--- src/sv/mwe_pkg.sv ---
// ============================================================================
// mwe_pkg: shared types and codes for the Microwire EEPROM master
// Transaction payload structs, action codes, serial phase encoding and the
// opcode bytes used to build the command frame.
// ============================================================================
package mwe_pkg;

    // action codes carried by an input transaction
    localparam logic [2:0] ACT_TICK  = 3'd0;
    localparam logic [2:0] ACT_READ  = 3'd1;
    localparam logic [2:0] ACT_WRITE = 3'd2;
    localparam logic [2:0] ACT_WEN   = 3'd3;
    localparam logic [2:0] ACT_WDS   = 3'd4;

    // command bytes; the top five bits form start, opcode and enable field
    localparam logic [7:0] CMD_EWEN  = 8'h98;
    localparam logic [7:0] CMD_EWDS  = 8'h80;
    localparam logic [7:0] CMD_WRITE = 8'hA0;
    localparam logic [7:0] CMD_READ  = 8'hC0;

    localparam int HALF_PERIOD_BITS = 8;
    localparam logic [HALF_PERIOD_BITS-1:0] HALF_PERIOD_RESET = 8'd1;

    typedef enum logic [2:0] {
        PH_IDLE  = 3'd0,
        PH_CMD   = 3'd1,
        PH_WDATA = 3'd2,
        PH_RDATA = 3'd3,
        PH_GAP   = 3'd4,
        PH_POLL  = 3'd5
    } mwe_phase_t;

    typedef struct packed {
        logic [2:0]  action;
        logic [7:0]  address;
        logic [15:0] write_data;
        logic        serial_in;
    } mwe_in_t;

    typedef struct packed {
        logic        chip_select;
        logic        serial_clock;
        logic        serial_out;
        logic        busy_res;
        logic        done_res;
        logic [15:0] read_data;
    } mwe_out_t;

endpackage

--- src/sv/mwe_core.sv ---
// ============================================================================
// mwe_core: serial engine of the Microwire EEPROM master
// Holds the engine state and advances it by one tick per step. The line
// levels of the tick are derived from the updated state.
// ============================================================================
module mwe_core
    import mwe_pkg::*;
#(
    parameter int COMMAND_BITS = 11,
    parameter int ADDRESS_BITS = 8,
    parameter int WORD_BITS    = 16
)
(
    input  logic                        clk,
    input  logic                        rst_n,
    input  logic                        step,
    input  mwe_in_t                     item,
    input  logic [HALF_PERIOD_BITS-1:0] half_period,
    output mwe_out_t                    result
);

    localparam int SHIFT_BITS = (COMMAND_BITS > WORD_BITS) ? COMMAND_BITS : WORD_BITS;
    localparam int BL_W       = $clog2(SHIFT_BITS + 1);
    localparam int IDX_W      = $clog2(SHIFT_BITS);
    localparam int FIELD_A    = (ADDRESS_BITS < 8) ? ADDRESS_BITS : 8;
    localparam int FIELD_BITS = (FIELD_A < COMMAND_BITS - 3) ? FIELD_A : COMMAND_BITS - 3;

    mwe_phase_t                  phase_reg, phase_next;
    logic [SHIFT_BITS-1:0]       out_shift_reg, out_shift_next;
    logic [WORD_BITS-1:0]        in_shift_reg, in_shift_next;
    logic [WORD_BITS-1:0]        write_hold_reg, write_hold_next;
    logic [BL_W-1:0]             bits_left_reg, bits_left_next;
    logic [HALF_PERIOD_BITS-1:0] tick_div_reg, tick_div_next;
    logic                        clock_level_reg, clock_level_next;
    logic [2:0]                  pending_kind_reg, pending_kind_next;
    logic                        done;

    logic [HALF_PERIOD_BITS-1:0] hp;
    logic [COMMAND_BITS-1:0]     frame;
    logic [7:0]                  cmd;

    assign hp = (half_period == '0) ? HALF_PERIOD_BITS'(1) : half_period;

    // command frame: start, opcode, enable field, then the address
    always_comb
    begin
        unique case (item.action)
            ACT_READ:  cmd = CMD_READ;
            ACT_WRITE: cmd = CMD_WRITE;
            ACT_WEN:   cmd = CMD_EWEN;
            default:   cmd = CMD_EWDS;
        endcase
        frame = '0;
        frame[COMMAND_BITS-1 -: 5] = cmd[7:3];
        if (item.action == ACT_READ || item.action == ACT_WRITE)
        begin
            frame[FIELD_BITS-1:0] = frame[FIELD_BITS-1:0] | item.address[FIELD_BITS-1:0];
        end
    end

    always_ff @(posedge clk or negedge rst_n)
    begin
        if (!rst_n)
        begin
            phase_reg        <= PH_IDLE;
            out_shift_reg    <= '0;
            in_shift_reg     <= '0;
            write_hold_reg   <= '0;
            bits_left_reg    <= '0;
            tick_div_reg     <= '0;
            clock_level_reg  <= 1'b0;
            pending_kind_reg <= ACT_TICK;
        end
        else if (step)
        begin
            phase_reg        <= phase_next;
            out_shift_reg    <= out_shift_next;
            in_shift_reg     <= in_shift_next;
            write_hold_reg   <= write_hold_next;
            bits_left_reg    <= bits_left_next;
            tick_div_reg     <= tick_div_next;
            clock_level_reg  <= clock_level_next;
            pending_kind_reg <= pending_kind_next;
        end
    end

    always_comb
    begin
        logic [HALF_PERIOD_BITS-1:0] div_inc;
        logic [BL_W-1:0]             bl_dec;
        logic [15:0]                 rd;
        logic [IDX_W-1:0]            idx;

        phase_next        = phase_reg;
        out_shift_next    = out_shift_reg;
        in_shift_next     = in_shift_reg;
        write_hold_next   = write_hold_reg;
        bits_left_next    = bits_left_reg;
        tick_div_next     = tick_div_reg;
        clock_level_next  = clock_level_reg;
        pending_kind_next = pending_kind_reg;
        done              = 1'b0;
        div_inc           = tick_div_reg + HALF_PERIOD_BITS'(1);
        bl_dec            = (bits_left_reg != '0) ? bits_left_reg - BL_W'(1) : bits_left_reg;

        unique case (phase_reg)
            PH_IDLE:
            begin
                if (item.action == ACT_READ || item.action == ACT_WRITE ||
                    item.action == ACT_WEN || item.action == ACT_WDS)
                begin
                    pending_kind_next = item.action;
                    out_shift_next    = SHIFT_BITS'(frame);
                    write_hold_next   = item.write_data[WORD_BITS-1:0];
                    bits_left_next    = BL_W'(COMMAND_BITS);
                    tick_div_next     = '0;
                    clock_level_next  = 1'b0;
                    phase_next        = PH_CMD;
                end
            end
            PH_CMD, PH_WDATA, PH_RDATA:
            begin
                if (div_inc >= hp)
                begin
                    tick_div_next = '0;
                    if (!clock_level_reg)
                    begin
                        clock_level_next = 1'b1;
                    end
                    else
                    begin
                        // falling edge: sample read bit, advance bit count
                        clock_level_next = 1'b0;
                        if (phase_reg == PH_RDATA)
                        begin
                            in_shift_next = {in_shift_reg[WORD_BITS-2:0], item.serial_in};
                        end
                        bits_left_next = bl_dec;
                        if (bl_dec == '0)
                        begin
                            if (phase_reg == PH_CMD && pending_kind_reg == ACT_READ)
                            begin
                                phase_next     = PH_RDATA;
                                bits_left_next = BL_W'(WORD_BITS);
                                in_shift_next  = '0;
                            end
                            else if (phase_reg == PH_CMD && pending_kind_reg == ACT_WRITE)
                            begin
                                phase_next     = PH_WDATA;
                                bits_left_next = BL_W'(WORD_BITS);
                                out_shift_next = SHIFT_BITS'(write_hold_reg);
                            end
                            else if (phase_reg == PH_WDATA)
                            begin
                                phase_next = PH_GAP;
                            end
                            else
                            begin
                                phase_next = PH_IDLE;
                                done       = 1'b1;
                            end
                        end
                    end
                end
                else
                begin
                    tick_div_next = div_inc;
                end
            end
            PH_GAP:
            begin
                if (div_inc >= hp)
                begin
                    tick_div_next = '0;
                    phase_next    = PH_POLL;
                end
                else
                begin
                    tick_div_next = div_inc;
                end
            end
            PH_POLL:
            begin
                // wait for the device ready level, no timeout
                if (item.serial_in)
                begin
                    phase_next = PH_IDLE;
                    done       = 1'b1;
                end
            end
            default:
            begin
                phase_next = PH_IDLE;
            end
        endcase

        // hold the clock low whenever no bit is on the wire
        if (phase_next == PH_IDLE || phase_next == PH_GAP || phase_next == PH_POLL)
        begin
            clock_level_next = 1'b0;
        end

        idx = bits_left_next[IDX_W-1:0] - IDX_W'(1);
        rd  = '0;
        rd[WORD_BITS-1:0] = in_shift_next;

        result.chip_select  = (phase_next == PH_CMD || phase_next == PH_WDATA ||
                               phase_next == PH_RDATA || phase_next == PH_POLL);
        result.serial_clock = clock_level_next;
        result.serial_out   = (phase_next == PH_CMD || phase_next == PH_WDATA) &&
                              (bits_left_next != '0) && out_shift_next[idx];
        result.busy_res     = (phase_next != PH_IDLE);
        result.done_res     = done;
        result.read_data    = rd;
    end

`ifndef SYNTH
    a_idle_clock_low: assert property (@(posedge clk) disable iff (!rst_n)
        (phase_reg == PH_IDLE || phase_reg == PH_GAP || phase_reg == PH_POLL)
        |-> !clock_level_reg)
        else $error("serial clock high outside a bit phase");

    a_bits_left_bound: assert property (@(posedge clk) disable iff (!rst_n)
        bits_left_reg <= BL_W'(SHIFT_BITS))
        else $error("bit count beyond frame length");

    a_done_ends_op: assert property (@(posedge clk) disable iff (!rst_n)
        step && done |=> phase_reg == PH_IDLE)
        else $error("done pulse without return to idle");
`endif

endmodule

--- src/sv/microwire_eeprom_master.sv ---
// ============================================================================
// microwire_eeprom_master: three-wire serial EEPROM master, 16-bit words
// Each input transaction is one tick of the serial engine; each tick gives
// one result transaction with the line levels, status and read data.
// ============================================================================
//
//  channel   handshake            payload     direction
//  --------  -------------------  ----------  ---------
//  in        in_valid / in_stall  mwe_in_t    into block
//  out       out_valid/out_stall  mwe_out_t   out of block
//  cfg       cfg_valid/cfg_ready  cfg_data    into block (half_period)
//
//  One tick per clock cycle while in_stall is low: the engine state advances
//  when a transaction is taken and the result register loads the levels of
//  that tick, so the result transaction is offered in the cycle after.
//  in_stall rises only while a result waits in the output register and
//  out_stall is high; cfg_ready is always high.
//  Reset (rst_n low) returns the engine to idle and half_period to 1.
//
module microwire_eeprom_master
    import mwe_pkg::*;
#(
    parameter int COMMAND_BITS = 11,
    parameter int ADDRESS_BITS = 8,
    parameter int WORD_BITS    = 16
)
(
    input  logic                        clk,
    input  logic                        rst_n,
    input  logic                        in_valid,
    output logic                        in_stall,
    input  mwe_in_t                     in_item,
    output logic                        out_valid,
    input  logic                        out_stall,
    output mwe_out_t                    out_item,
    input  logic                        cfg_valid,
    output logic                        cfg_ready,
    input  logic [HALF_PERIOD_BITS-1:0] cfg_data
);

    logic [HALF_PERIOD_BITS-1:0] half_period_reg;
    logic                        out_valid_reg, out_valid_next;
    mwe_out_t                    out_item_reg;
    mwe_out_t                    result;
    logic                        step;

    assign cfg_ready = 1'b1;
    assign in_stall  = out_valid_reg && out_stall;
    assign step      = in_valid && !in_stall;
    assign out_valid = out_valid_reg;
    assign out_item  = out_item_reg;

    mwe_core #(
        .COMMAND_BITS (COMMAND_BITS),
        .ADDRESS_BITS (ADDRESS_BITS),
        .WORD_BITS    (WORD_BITS)
    ) u_core (
        .clk         (clk),
        .rst_n       (rst_n),
        .step        (step),
        .item        (in_item),
        .half_period (half_period_reg),
        .result      (result)
    );

    always_ff @(posedge clk or negedge rst_n)
    begin
        if (!rst_n)
        begin
            half_period_reg <= HALF_PERIOD_RESET;
        end
        else if (cfg_valid && cfg_ready)
        begin
            half_period_reg <= cfg_data;
        end
    end

    // hold the result until taken, refill in the same cycle it drains
    always_comb
    begin
        if (step)
        begin
            out_valid_next = 1'b1;
        end
        else if (out_stall)
        begin
            out_valid_next = out_valid_reg;
        end
        else
        begin
            out_valid_next = 1'b0;
        end
    end

    always_ff @(posedge clk or negedge rst_n)
    begin
        if (!rst_n)
        begin
            out_valid_reg <= 1'b0;
        end
        else
        begin
            out_valid_reg <= out_valid_next;
        end
    end

    always_ff @(posedge clk)
    begin
        if (step)
        begin
            out_item_reg <= result;
        end
    end

`ifndef SYNTH
    a_clock_needs_select: assert property (@(posedge clk) disable iff (!rst_n)
        out_valid_reg && out_item_reg.serial_clock |-> out_item_reg.chip_select)
        else $error("serial clock toggling with chip select low");

    a_done_not_busy: assert property (@(posedge clk) disable iff (!rst_n)
        out_valid_reg && out_item_reg.done_res |-> !out_item_reg.busy_res)
        else $error("done reported while still busy");

    a_result_follows_step: assert property (@(posedge clk) disable iff (!rst_n)
        step |=> out_valid_reg)
        else $error("accepted tick produced no result");
`endif

endmodule

--- config.mk ---
export PLATFORM = sky130hd
export DESIGN_NAME = microwire_eeprom_master
export DESIGN_NICKNAME = d
export VERILOG_FILES = /design/src/sv/mwe_pkg.sv /design/src/sv/mwe_core.sv /design/src/sv/microwire_eeprom_master.sv
export SDC_FILE = /design/constraint.sdc
export NUM_CORES = 1
export LEC_CHECK = 0
export ABC_AREA = 1
export BUFFER_PORTS_ARGS = -buffer_cell sky130_fd_sc_hd__buf_2
export CAP_MARGIN = 20
export CORE_MARGIN = 3
export CORE_UTILIZATION = 60
export DETAILED_ROUTE_END_ITERATION = 10
export MAX_ROUTING_LAYER = met4
export PLACE_DENSITY = 0.83
export SLEW_MARGIN = 20
export SYNTH_ARGS = -nofsm -noshare
export SYNTH_HDL_FRONTEND = slang
export SYNTH_SLANG_ARGS = --single-unit
export TNS_END_PERCENT = 5
--- constraint.sdc ---
create_clock -name clk -period 5.3 [get_ports clk]
set_input_delay 0 -clock clk [delete_from_list [all_inputs] [get_ports clk]]
set_output_delay 0 -clock clk [all_outputs]
set_load 0.005 [all_outputs]
# Word-level counts from Yosys, hierarchy flattened
# Cells that the tools add are included.
[totals]
output_inout_bits = 24
reg_bits = 98
[op_classes]
magnitude_cmp = 2
add_sub_neg = 3
n_bitwise = 1
n_mux = 54
reduce_logical = 27
n_eq_ne = 18
[ops]
columns = ["operator", "count"]
rows = [
  ["two-way mux 16 bit", 12],
  ["two-way mux 5 bit", 7],
  ["two-way mux 8 bit", 4],
  ["one-hot mux 16 bit (2 select lines)", 1],
  ["two-way mux 3 bit", 9],
  ["equality test 3 x 2 -> 1 bit, second input constant", 7],
  ["one-hot mux 7 bit (3 select lines)", 1],
  ["one-hot mux 8 bit (2 select lines)", 1],
  ["equality test 3 bit, second input constant", 5],
  ["two-way mux 1 bit", 14],
  ["equality test 3 x 1 -> 1 bit, second input constant", 4],
  ["one-hot mux 3 bit (4 select lines)", 1],
  ["one-hot mux 5 bit (2 select lines)", 1],
  ["nonzero test 5 bit", 2],
  ["adder 8 x 1 -> 8 bit, second input constant", 1],
  [">= comparator 8 bit", 1],
  ["logical NOT 8 bit", 1],
  ["logical OR 1 bit", 8],
  ["bitwise OR 8 bit", 1],
  ["logical AND 1 bit", 6],
  ["logical NOT 3 bit", 2],
  ["AND reduction 3 bit", 2],
  ["logical NOT 5 bit", 1],
  ["less-than comparator 4 x 5 -> 1 bit, second input constant", 1],
  ["other kinds (10)", 12],
]

# Depth between registers and ports, before layout
# Gate-level depths: netlist of run 1.
[logic_depth]
depth_word = 12
mapped_depth = 26
mapped_depth_nobuf = 25

# Hierarchy
# A second synthesis of run 1 with hierarchy kept.
[hier_totals]
hier_cells = 713
hier_area_um2 = 5529.1
[modules_own_cells]
columns = ["mod", "area_each_um2", "instances", "seq_area_each_um2", "cells_per_inst"]
rows = [
  ["mwe_core", 4535.6, 1, 1701.6, 650],
  ["microwire_eeprom_master", 993.5, 1, 857.1, 63],
]

# Worst setup path after synthesis of run 1
# OpenSTA, ideal clock, no wires.
[synth_timing]
path_kind = "reg2reg"
from = "register u_core.tick_div_reg[0]"
to = "register out_item_reg (netlist bit out_item[18]), data pin"
stages_incl_launch_ff = 25
t_required_ns = 5.047
arrival_ns = 3.074
slack_ns = 1.974
path_cell_list = "dfrtp_1 nand3_1 nor2_1 nand3_1 nor2_1 xor2_1 inv_1 ha_1 a21o_1 nor2_1 nand3_1 nand3_1 inv_1 buf_4 o211ai_1 inv_1 ha_1 inv_1 nand2_1 inv_1 nand2_1 nand3_1 nand3_1 nand2_1 nor2_1"
[synth_lines]
columns = ["item", "line_no", "source"]
rows = [
  ["start: declaration", "mwe_core.sv:33", "logic [HALF_PERIOD_BITS-1:0] tick_div_reg, tick_div_next;"],
  ["start signal: assignment", "mwe_core.sv:81", "tick_div_reg <= tick_div_next;"],
  ["end signal: assignment", "microwire_eeprom_master.sv:111", "out_item_reg <= result;"],
  ["end: declaration", "microwire_eeprom_master.sv:43", "mwe_out_t out_item_reg;"],
]

==> results of run 1 <==
## routing by layer
layer  vias to the layer above  share of wire, %  GRT usage, %
met5                         -                 0             -
met4                         0               1.5          9.00
met3                        26               7.4          4.06
met2                       242                48          43.1
met1                      2310                43          38.2
li1                       2409                 -             -
## worst min-delay path by stage
stage / start / to / cells after the start
after floorplan: rst_n / half_period_reg[1]$_DFFE_PN0P_ / 0
after global placement: cfg_data[1] / half_period_reg[1]$_DFFE_PN0P_ / 3
after detailed placement: cfg_data[1] / half_period_reg[1]$_DFFE_PN0P_ / 3
after CTS: cfg_valid / half_period_reg[5]$_DFFE_PN0P_ / 2
after global routing: in_item[25] / u_core.pending_kind_reg[0]$_DFFE_PN0P_ / 3
final: in_item[25] / u_core.pending_kind_reg[0]$_DFFE_PN0P_ / 3
## stage by stage
step	instance area [um2]	hold slack [ns]	worst slack [ns]
after CTS	6400	0.000836	0.974
after global routing	6400	0.0292	0.387
final	6400	0.0123	0.915
after global placement	5800	0.202	1.32
after floorplan	5450	-0.296	1.97
after detailed placement	5800	0.207	1.01
## cell type report
class / instances / area [um2] / area share (%)
flip-flops and latches: 98 / 2560 / 40.0
clock inverters: 5 / 67.6 / 1.06
multi-input cells: 450 / 2410 / 37.7
clock buffers: 11 / 141 / 2.21
inverters: 99 / 372 / 5.81
repair buffers: 103 / 716 / 11.2
well taps: 108 / 135 / 2.11
## placed cells by master, fill, tap and decap left out, types with 7 or more instances in the layout
cell type      instances
dlygate4sd3_1         39
nand3_1               66
dfrtp_1               76
o21ai_0               85
buf_2                 62
ha_1                  11
mux2_2                13
inv_2                  7
a21oi_1               15
edfxtp_1              21
nor2_2                 7
inv_1                 91
nor2_1                35
clkbuf_8              10
nand2_1              142
o22ai_1                9
## tightest hold or removal path: stages
cell and delay [ns]:
buf_2 0.12, inv_1 0.09, o21ai_0 0.11
## kinds of logic after synthesis
| logic type | after synthesis | share of synthesized area [%] |
|---|---|---|
| other | 1 | 0.0688 |
| flip-flops | 98 | 46.9 |
| AND/OR/NAND/NOR | 279 | 23.2 |
| multiplexers | 14 | 2.87 |
| AO/OA/AOI/OAI | 138 | 14.3 |
| XOR/XNOR | 7 | 1.12 |
| adder cells (fa/ha/maj) | 11 | 2.52 |
| buffers and inverters | 124 | 9.02 |
## power by group
group | total, uW | switching, uW | internal [uW]
clock network | 520 | 280 | 239
registers | 1190 | 174 | 1010
logic | 1300 | 811 | 490
total | 3010 | 1270 | 1740
==> qor.yml, run 1 <==
status:
  status: "finished clean"
drt:
  viasPerCell: 5.71
  wire_per_inst_um: 15.0
  drc: 0
  drtIter0Drc: 418
  postRouteWirelength_mm: 13.1
  first_pass_iters: 6
  ant_nets: 0
  vias: 4987
sta:
  tightest_slew_ns: 1.02
  finalSetupViolCount: 0
  finClkSkew_ns: 0.0127
  slew_headroom_pct: 32.0
  max_clock_freq_mhz: 228
  hold_viol: 0
  finalCritPeriodShare_pct: 82.7
  tns_ns: 0
  rsz0062_at_grt: "false"
  fin_crit_ns: 4.38
  slew_violations: 0
worst_setup_path:
  crit_required_ns: 5.43
  cp_slowest_cell: "inv_1"
  startpoint_type: "flip-flop"
  max_stage_delay_ns: 0.49
  r2r_setup_slack_ns: 0.92
  reg2reg_depth: 24
  path_depth: 24
  r2r_start: "u_core.tick_div_reg[2]$_DFFE_PN0P_"
  cp_max_fo: 21
  crit_buf_inv: 4
  cp_top_family: "simple AND/OR/NAND/NOR gates"
  crit_chain: "nand3_1 > nor2_1 > nand3_1 > nor2_1 > xor2_1 > inv_1 > ha_1 > nand2_1 > nor2_1 > nand4_1 > nand3_1 > nand3_1 > inv_1 > nand2_1 > nand2_1 > ha_1 > inv_1 > nand2_1 > inv_1 > nand2_1 > nand3_1 > nand3_1 > nand2_1 > nor2_1"
  path_class: "reg2reg"
  critPathArrivalTime_ns: 4.51
  r2r_end: "out_item[18]$_DFFE_PP_"
  end_kind: "flip-flop"
  crit_end: "out_item[18]$_DFFE_PP_"
  crit_path_start: "u_core.tick_div_reg[2]$_DFFE_PN0P_"
floorplanning:
  chipHeight_um: 101
  rows: 34
  start_util_pct: 62.2
  die-area_um2: 10300
  die-width_um: 101
  io_pins: 65
  core_area_um2: 8760
power_and_ir_drop:
  power_density_nw_per_um2: 470
  leakagePower_uw: 0.00315
  finalPower_uw: 3010
  ir_drop_mv: 0.269
finish:
  fin_nets: 813
  synthToLayoutAreaGrowth_pct: 17.4
  fin_util_pct: 73.0
  fin_cells: 874
  drive_above_1_share_pct: 15.5
  largest_reg_flops: 21
  n_antenna_cell: 0
  fillCellCount: 662
flow_run:
  cap_violations: 0
clocking:
  clk_latency_ns: 0.37
  ctsHtreeMaxLevel: 3
  cts_resized: 0
  cts.reportedPaths.clkPinSlew_ns: 0.10
  clockBufferDepth: 2
  cts_tree: "yes"
  clock_sinks: 98
  post-cts-setup-buffer-count: 0
  hold_buffers: 39
  cts_root_buf: "clkbuf_8"
  cts_made_buffers: 9
yosys:
  yosysMostFrequentCell: "nand2_1"
  synth.top_cells.by_area: "dfrtp_1 (35%), edfxtp_1 (12%), nand2_1 (9.8%)"
  syn_area_um2: 5450
  syn_avg_cell_area_um2: 8.11
  syn_inst: 672
  synth_common_cells: "nand2_1 (142), inv_1 (91), o21ai_0 (85)"
  synth_cell_types: 46
  ys.flop_type: "dfrtp_1"
  ys_warn_count: 0
  synth_fp_nets: 724
  ys_ff_latch: 98
  ys_seq_area_share_pct: 46.9
  synth_edf_count: 21
  synth_top_area_share_pct: 34.9
  synth_area_leader_cell: "dfrtp_1"
  synthArstFlopShare_pct: 78.6
placed_design:
  place_congestion: 0.919
  dp_hpwl_mm: 8.90
  dp.cells: 819
  port_buffers: 63
global_route:
  grt_pass1_vias: 4875
  gr-total-overflow: 0
  grt_pass1_wl_mm: 22.4
  grt_antenna_before_repair: 0
  track_usage_pct: 27.9
  grt_max_degree: 78
hold_path:
  hold_path.class: "in2reg"
Power figures use the tool's default switching activity.
==> inputs of run 2 (changes only) <==
--- a/config.mk
+++ b/config.mk
@@ -5,14 +5,14 @@
 export SDC_FILE = /design/constraint.sdc
 export NUM_CORES = 1
 export LEC_CHECK = 0
-export ABC_AREA = 1
+export ABC_AREA = 0
 export BUFFER_PORTS_ARGS = -buffer_cell sky130_fd_sc_hd__buf_2
 export CAP_MARGIN = 20
 export CORE_MARGIN = 3
-export CORE_UTILIZATION = 60
+export CORE_UTILIZATION = 53
 export DETAILED_ROUTE_END_ITERATION = 10
 export MAX_ROUTING_LAYER = met4
-export PLACE_DENSITY = 0.83
+export PLACE_DENSITY = 0.78
 export SLEW_MARGIN = 20
 export SYNTH_ARGS = -nofsm -noshare
 export SYNTH_HDL_FRONTEND = slang
==> constraint.sdc (replaced) <==
create_clock -name clk -period 3.9 [get_ports clk]
set_input_delay 0 -clock clk [delete_from_list [all_inputs] [get_ports clk]]
set_output_delay 0 -clock clk [all_outputs]
set_load 0.005 [all_outputs]
==> run 2 against run 1 <==
  * Sequential share of layout area shrank 0.72 points
  * Total power rose by 17%
  * Non-clock buffer count is 18 higher
  * Count of clock-buffer cells in the layout fell by 2
  * Sequential power up 24%
  * Final area increased by 1.8%
  * First-iteration DRC count down 21%
  * Utilization shrank 4.1 points
==> qor.yml, run 2 <==
status:
  status: "finished clean"
hold_path:
  hold_depth: 3  # unchanged
  hold_path.class: "in2reg"
  hold_start: "cfg_valid"
  worstHoldEndpoint: "half_period_reg[3]$_DFFE_PN0P_"
clocking:
  cts_tree: "yes"
  clockBufferDepth: 2  # unchanged
  cts.reportedPaths.clkPinSlew_ns: 0.10  # about the same
  clock_sinks: 98  # unchanged
  ctsHtreeMaxLevel: 3  # unchanged
  cts_root_buf: "clkbuf_8"
  cts_made_buffers: 9  # unchanged
  clk_latency_ns: 0.38  # about the same
placed_design:
  port_buffers: 63  # unchanged
  dp_hpwl_mm: 8.09  # -9.1%
  dpl-instance-area_um2: 5790  # -0.17%
  place_congestion: 0.978  # +6.4%
sta:
  finClkSkew_ns: 0.0227  # +0.00995 ns
  hold_viol: 0  # unchanged
  finalSetupViolCount: 0  # unchanged
  slew_headroom_pct: 34.7  # +2.7 points
  fin_crit_ns: 3.84  # -0.545 ns
  tns_ns: 0  # unchanged
  max_clock_freq_mhz: 260  # +14%
  slew_violations: 0  # unchanged
  rsz0062_at_grt: "true"
  tightest_slew_ns: 0.979  # -0.0383 ns
  finalCritPeriodShare_pct: 98.5  # +16 points
drt:
  first_pass_iters: 5  # -1
  ant_nets: 0  # unchanged
  wire_per_inst_um: 15.4  # +3.2%
  vias: 4534  # -9.1%
  viasPerCell: 5.75  # +0.71%
  postRouteWirelength_mm: 12.2  # -6.9%
  drtIter0Drc: 330  # -21%
  drc: 0  # unchanged
worst_setup_path:
  end_kind: "flip-flop"
  crit_required_ns: 4.14  # -1.29 ns
  cp_max_fo: 4  # -81%
  r2r_end: "out_item[18]$_DFFE_PP_"
  critPathArrivalTime_ns: 4.08  # -0.43 ns
  path_class: "reg2reg"
  startpoint_type: "flip-flop"
  r2r_start: "u_core.tick_div_reg[1]$_DFFE_PN0P_"
  reg2reg_depth: 16  # -33%
  r2r_setup_slack_ns: 0.06  # -0.86 ns
global_route:
  met1_usage_pct: 30.3  # -7.9 points
  grt_use_met2_pct: 36.7  # -6.4 points
  gr-total-overflow: 0  # unchanged
  grt_antenna_before_repair: 0  # unchanged
  grt_max_degree: 78  # unchanged
  grt_busiest_layer: "met2"
  track_usage_pct: 22.8  # -5.1 points
  grt_pass1_wl_mm: 20.5  # -8.8%
  grt_pass1_vias: 4353  # -11%
  gr-usage-met3_pct: 3.40  # -0.66 points
yosys:
  synth_area_leader_cell: "dfrtp_1"
  synth_cell_types: 68  # +48%
  ys_ff_latch: 98  # unchanged
  syn_avg_cell_area_um2: 9.56  # +18%
  ys_seq_area_share_pct: 48.3  # +1.4 points
  synth_top_area_share_pct: 35.9  # +1.0 points
  syn_inst: 554  # -18%
  ys_warn_count: 0  # unchanged
  synth_edf_count: 21  # unchanged
  yosysMostFrequentCell: "nand2_1"
  synth.top_cells.by_area: "dfrtp_1 (36%), edfxtp_1 (12%), nand2_1 (7.4%)"
  ys.flop_type: "dfrtp_1"
  synth_common_cells: "nand2_1 (105), dfrtp_1 (76), o21ai_0 (50)"
  syn_area_um2: 5300  # -2.8%
  synthArstFlopShare_pct: 78.6  # unchanged
  synth_fp_nets: 606  # -16%
flow_run:
  cap_violations: 0  # unchanged
finish:
  fillCellCount: 745  # +13%
  synthToLayoutAreaGrowth_pct: 23.0
  fin_nets: 707  # -13%
  final_common_cell: "nand2_1"
  drive_above_1_share_pct: 24.7  # +9.2 points
  fin_util_pct: 68.9  # -4.1 points
  largest_reg_flops: 21  # unchanged
  most-common-layout-cells: "nand2_1 (105), dfrtp_1 (76), buf_2 (62)"
  n_antenna_cell: 0  # unchanged
  fin_area_um2: 6520  # +1.8%
power_and_ir_drop:
  ir_drop_mv: 0.324  # +20%
  p_int_uw: 2200  # +26%
  pwr-share-clk_pct: 17.7  # +0.4 points
  leakagePower_uw: 0.00294  # -6.5%
  seq_power_share_pct: 41.9  # +2.4 points
  power_density_nw_per_um2: 541  # +15%
  p_sw_uw: 1320  # +4.3%
  combPwrFrac_pct: 40.4  # -2.8 points
  swShare_pct: 37.5  # -4.6 points
floorplanning:
  die-width_um: 106  # +4.6%
  io_pins: 65  # unchanged
  core_area_um2: 9460  # +7.9%
  die-area_um2: 11200  # +9.4%
  start_util_pct: 56.0  # -6.2 points
  chipHeight_um: 106  # +4.6%
  rows: 35  # +2.9%
==> run 2: per-stage QoR <==
step | setup slack, ns | instances | hold slack (ns) | total power, uW
after floorplan | -0.0199 | 554 | -0.296 | 2380
after global placement | 0.0614 | 728 | 0.208 | 2670
after detailed placement | -0.0786 | 728 | 0.215 | 2720
after CTS | -0.0260 | 785 | 0.000365 | 3440
after global routing | -0.0748 | 789 | 0.0425 | 3750
final | 0.0599 | 789 | 0.00292 | 3520
==> run 2: cell type report <==
type                            count  area [um2]  area share, %
Clock buffer                        9         124           1.90
Inverter                           21        81.3           1.25
Tap cell                          129         161           2.48
Sequential cell                    98        2560           39.3
Clock inverter                      7        57.6          0.883
Timing Repair Buffer              121         855           13.1
Multi-Input combinational cell    404        2680           41.1
==> run 2: how the worst max path moves through the flow <==
stage	from	endpoint	slack, ns	cells past startpoint
floorplan	u_core.tick_div_reg[0]$_DFFE_PN0P_	out_item[18]$_DFFE_PP_	-0.02	17
global route	u_core.tick_div_reg[0]$_DFFE_PN0P_	out_item[18]$_DFFE_PP_	-0.07	17
finish	u_core.tick_div_reg[1]$_DFFE_PN0P_	out_item[18]$_DFFE_PP_	0.06	16
CTS	half_period_reg[6]$_DFFE_PN0P_	out_item[18]$_DFFE_PP_	-0.03	15
global placement	u_core.tick_div_reg[1]$_DFFE_PN0P_	out_item[18]$_DFFE_PP_	0.06	16
detailed placement	u_core.tick_div_reg[1]$_DFFE_PN0P_	out_item[18]$_DFFE_PP_	-0.08	16
==> run 2: power groups by stage <==
stage	clock (uW)	sequential (uW)	combinational, uW
2_1_floorplan	0	1410	971
3_3_place_gp	0	1480	1190
3_5_place_dp	0	1490	1230
4_1_cts	638	1470	1330
5_1_grt	672	1510	1560
6_report	625	1480	1420
==> run 2: worst max-delay path, stage by stage (launching register included) <==
cell and delay (ns):
dfrtp_1 0.43, and3_4 0.20, and3_1 0.15, and3_4 0.17
xor2_2 0.16, ha_4 0.29, nand4_1 0.09, a21oi_2 0.19
a21oi_2 0.11, o41ai_2 0.35, o311a_4 0.28, ha_4 0.14
inv_4 0.04, xnor2_4 0.19, mux2_4 0.32, mux4_2 0.48
o21ai_2 0.11
==> run 2: per-layer routing <==
metal	wire length (um)	up-vias	part of all wire [%]
met1	5470	2168	45
li1	-	2180	-
met5	0	-	0
met2	5840	163	48
met4	233	0	1.9
met3	634	23	5.2
==> run 2: kinds of logic after synthesis <==
| family | after synthesis | synth area share, % |
|---|---|---|
| XOR/XNOR | 12 | 1.98 |
| AO/OA/AOI/OAI | 141 | 17.8 |
| buffers and inverters | 52 | 4.09 |
| multiplexers | 33 | 7.27 |
| adder cells (fa/ha/maj) | 11 | 2.60 |
| flip-flops | 98 | 48.3 |
| AND/OR/NAND/NOR | 206 | 17.9 |
| other | 1 | 0.0708 |
==> run 2: repair_timing <==
action,4_1_cts,5_1_grt
hold buffers,34,0
hold endpoints to repair,101,0
setup buffers,7,4
endpoints found under the setup margin,1,1
pin swaps,10,11
resized for setup,6,14
==> inputs of run 3 (changes only) <==
--- a/config.mk
+++ b/config.mk
@@ -9,10 +9,10 @@
 export BUFFER_PORTS_ARGS = -buffer_cell sky130_fd_sc_hd__buf_2
 export CAP_MARGIN = 20
 export CORE_MARGIN = 3
-export CORE_UTILIZATION = 53
+export CORE_UTILIZATION = 58
 export DETAILED_ROUTE_END_ITERATION = 10
 export MAX_ROUTING_LAYER = met4
-export PLACE_DENSITY = 0.78
+export PLACE_DENSITY = 0.81
 export SLEW_MARGIN = 20
 export SYNTH_ARGS = -nofsm -noshare
 export SYNTH_HDL_FRONTEND = slang
==> constraint.sdc (replaced) <==
create_clock -name clk -period 4.15 [get_ports clk]
set_input_delay 0 -clock clk [delete_from_list [all_inputs] [get_ports clk]]
set_output_delay 0 -clock clk [all_outputs]
set_load 0.005 [all_outputs]
==> run 3 against run 2 <==
  * The run now ends with hold timing left
  * Non-clock buffer count shrank 3
  * Final cell count shrank 3.0%
  * Sequential power shrank 6%
  * Via count shrank 0.29%
  * Hold slack lost 0.0033 ns
  * Register-to-register slack gained 0.06 ns
  * Final area shrank 2.4%
  * Maximum frequency shrank 4.7%
  * Sequential share of layout area grew 0.98 points
  * First-iteration DRC count shrank 11%
  * Worst setup slack gained 0.059 ns
  * Highest routed layer unchanged
==> qor.yml, run 3 (synthesis results as in run 2) <==
clocking:
  clk_latency_ns: 0.37  # about the same
  cts.reportedPaths.clkPinSlew_ns: 0.10  # about the same
  clock_sinks: 98  # unchanged
  cts_made_buffers: 9  # unchanged
  cts_tree: "yes"
  cts_root_buf: "clkbuf_8"
  clockBufferDepth: 2  # unchanged
  ctsHtreeMaxLevel: 3  # unchanged
sta:
  finalSetupViolCount: 0  # unchanged
  timing.hold.ws_ns: -0.000393  # -0.00332 ns
  fin_crit_ns: 4.03  # +0.191 ns
  hold_viol: 1  # +1
  finalCritPeriodShare_pct: 97.1  # -1.3 points
  tightest_slew_ns: 0.981  # +0.00216 ns
  slew_headroom_pct: 34.6  # -0.14 points
  finClkSkew_ns: 0.0158  # -0.00688 ns
  max_clock_freq_mhz: 248  # -4.7%
  slew_violations: 0  # unchanged
  rsz0062_at_grt: "false"
power_and_ir_drop:
  ir_drop_mv: 0.331  # +2.2%
  finalPower_uw: 3200  # -9.2%
  power_density_nw_per_um2: 503  # -7.0%
  leakagePower_uw: 0.00290  # -1.4%
finish:
  synthToLayoutAreaGrowth_pct: 20.0
  largest_reg_flops: 21  # unchanged
  fin_nets: 704  # -0.42%
  drive_above_1_share_pct: 22.4  # -2.3 points
  fin_cells: 765  # -3.0%
  n_antenna_cell: 0  # unchanged
  fillCellCount: 648  # -13%
  final_common_cell: "nand2_1"
  most-common-layout-cells: "nand2_1 (105), dfrtp_1 (76), buf_2 (62)"
worst_setup_path:
  r2r_start: "u_core.tick_div_reg[0]$_DFFE_PN0P_"
  end_kind: "flip-flop"
  r2r_end: "out_item[18]$_DFFE_PP_"
  path_class: "reg2reg"
  crit_chain: "and3_1 > and3_1 > and3_1 > xor2_1 > ha_1 > nand4_1 > a21oi_2 > a21o_4 > nand3_1 > o311a_1 > ha_1 > inv_2 > xnor2_4 > mux2_2 > mux4_2 > o21ai_1"
  reg2reg_depth: 16  # unchanged
  crit_required_ns: 4.36  # +0.22 ns
  crit_buf_inv: 1  # unchanged
  crit_top_cell: "and3_1"
  cp_max_fo: 5  # +1
  startpoint_type: "flip-flop"
  r2r_setup_slack_ns: 0.12  # +0.06 ns
  critPathArrivalTime_ns: 4.24  # +0.16 ns
  cp_top_family: "compound AO/OA/AOI/OAI gates"
  cp_slowest_cell: "mux4_2"
  max_stage_delay_ns: 0.46  # -0.02 ns
floorplanning:
  start_util_pct: 60.2  # +4.2 points
  core_area_um2: 8810  # -6.9%
  die-width_um: 102  # -4.2%
  chipHeight_um: 102  # -4.2%
  die-area_um2: 10300  # -8.1%
  io_pins: 65  # unchanged
  rows: 34  # -2.9%
drt:
  vias: 4521  # -0.29%
  ant_nets: 0  # unchanged
  postRouteWirelength_mm: 12.4  # +1.7%
  wire_per_inst_um: 16.2  # +4.9%
  viasPerCell: 5.91  # +2.8%
  drtIter0Drc: 294  # -11%
  first_pass_iters: 5  # unchanged
  drc: 0  # unchanged
placed_design:
  dp_hpwl_mm: 8.10  # +0.18%
  port_buffers: 63  # unchanged
  place_congestion: 0.968  # -1.1%
  dp.cells: 710  # -2.5%
hold_path:
  hold_start: "cfg_valid"
  hold_depth: 3  # unchanged
  hold_path.class: "in2reg"
  worstHoldEndpoint: "half_period_reg[1]$_DFFE_PN0P_"
global_route:
  grt_max_degree: 78  # unchanged
  grt_pass1_vias: 4218  # -3.1%
  gr-total-overflow: 0  # unchanged
  track_usage_pct: 25.4  # +2.5 points
  grt_pass1_wl_mm: 20.1  # -1.6%
  grt_antenna_before_repair: 0  # unchanged
flow_run:
  cap_violations: 0  # unchanged
status:
  violations: "hold timing"
  status: "finished, violations left"
run 3: tightest hold or removal path: cells and delay by family:
family                 cells  cell delay [ns]
AOI/OAI and AO/OA          1             0.07
buffers and inverters      1             0.18
and+or+nand+nor            1             0.09
run 3: routing by layer:
metal	wire, um	GRT usage (%)	up-vias
li1	-	-	2163
met1	5400	33.1	2181
met2	6180	41.4	156
met3	594	3.79	21
met4	206	7.06	0
met5	0	-	-
run 3: what timing repair did:
action,in CTS,in global routing
resized for setup,2,7
hold buffers,35,0
endpoints found under the setup margin,1,1
setup buffers,2,2
gates cloned,0,0
hold endpoints to repair,101,0
pin swaps,1,3
run 3: layout make-up:
class	instances	area [um2]	area share [%]
clock buffers	9	124	1.95
repair buffers	118	818	12.9
inverters	21	78.8	1.24
well taps	108	135	2.13
clock inverters	7	66.3	1.04
multi-input cells	404	2580	40.5
flip-flops and latches	98	2560	40.2
run 3: worst max path at each step:
stage,from,to,slack [ns],cells after the start
2_1_floorplan,u_core.tick_div_reg[0]$_DFFE_PN0P_,out_item[18]$_DFFE_PP_,0.004,17
3_3_place_gp,u_core.tick_div_reg[4]$_DFFE_PN0P_,out_item[18]$_DFFE_PP_,0.09,16
3_5_place_dp,u_core.tick_div_reg[4]$_DFFE_PN0P_,out_item[18]$_DFFE_PP_,-0.03,16
4_1_cts,u_core.tick_div_reg[4]$_DFFE_PN0P_,out_item[18]$_DFFE_PP_,0.03,17
5_1_grt,u_core.tick_div_reg[0]$_DFFE_PN0P_,out_item[18]$_DFFE_PP_,0.002,16
6_report,u_core.tick_div_reg[0]$_DFFE_PN0P_,out_item[18]$_DFFE_PP_,0.12,16
run 3: power by group:
part	internal, uW	switching, uW	leakage, uW
combinational	569	660	0.00161
sequential	1200	185	0.00119
clock	229	356	0.0000957
total	2000	1200	0.00290
run 3: stage by stage:
step	TNS (ns)	hold WS [ns]	cell area, um2	utilization, %	setup WS (ns)
final	0	-0.000393	6360	72.2	0.119
after global routing	0	0.0288	6360	72.2	0.00206
after CTS	0	0.00102	6310	71.7	0.0276
after detailed placement	-0.0319	0.214	5740	65.2	-0.0319
after global placement	0	0.207	5740	65.2	0.0904
after floorplan	0	-0.296	5310	-	0.00351
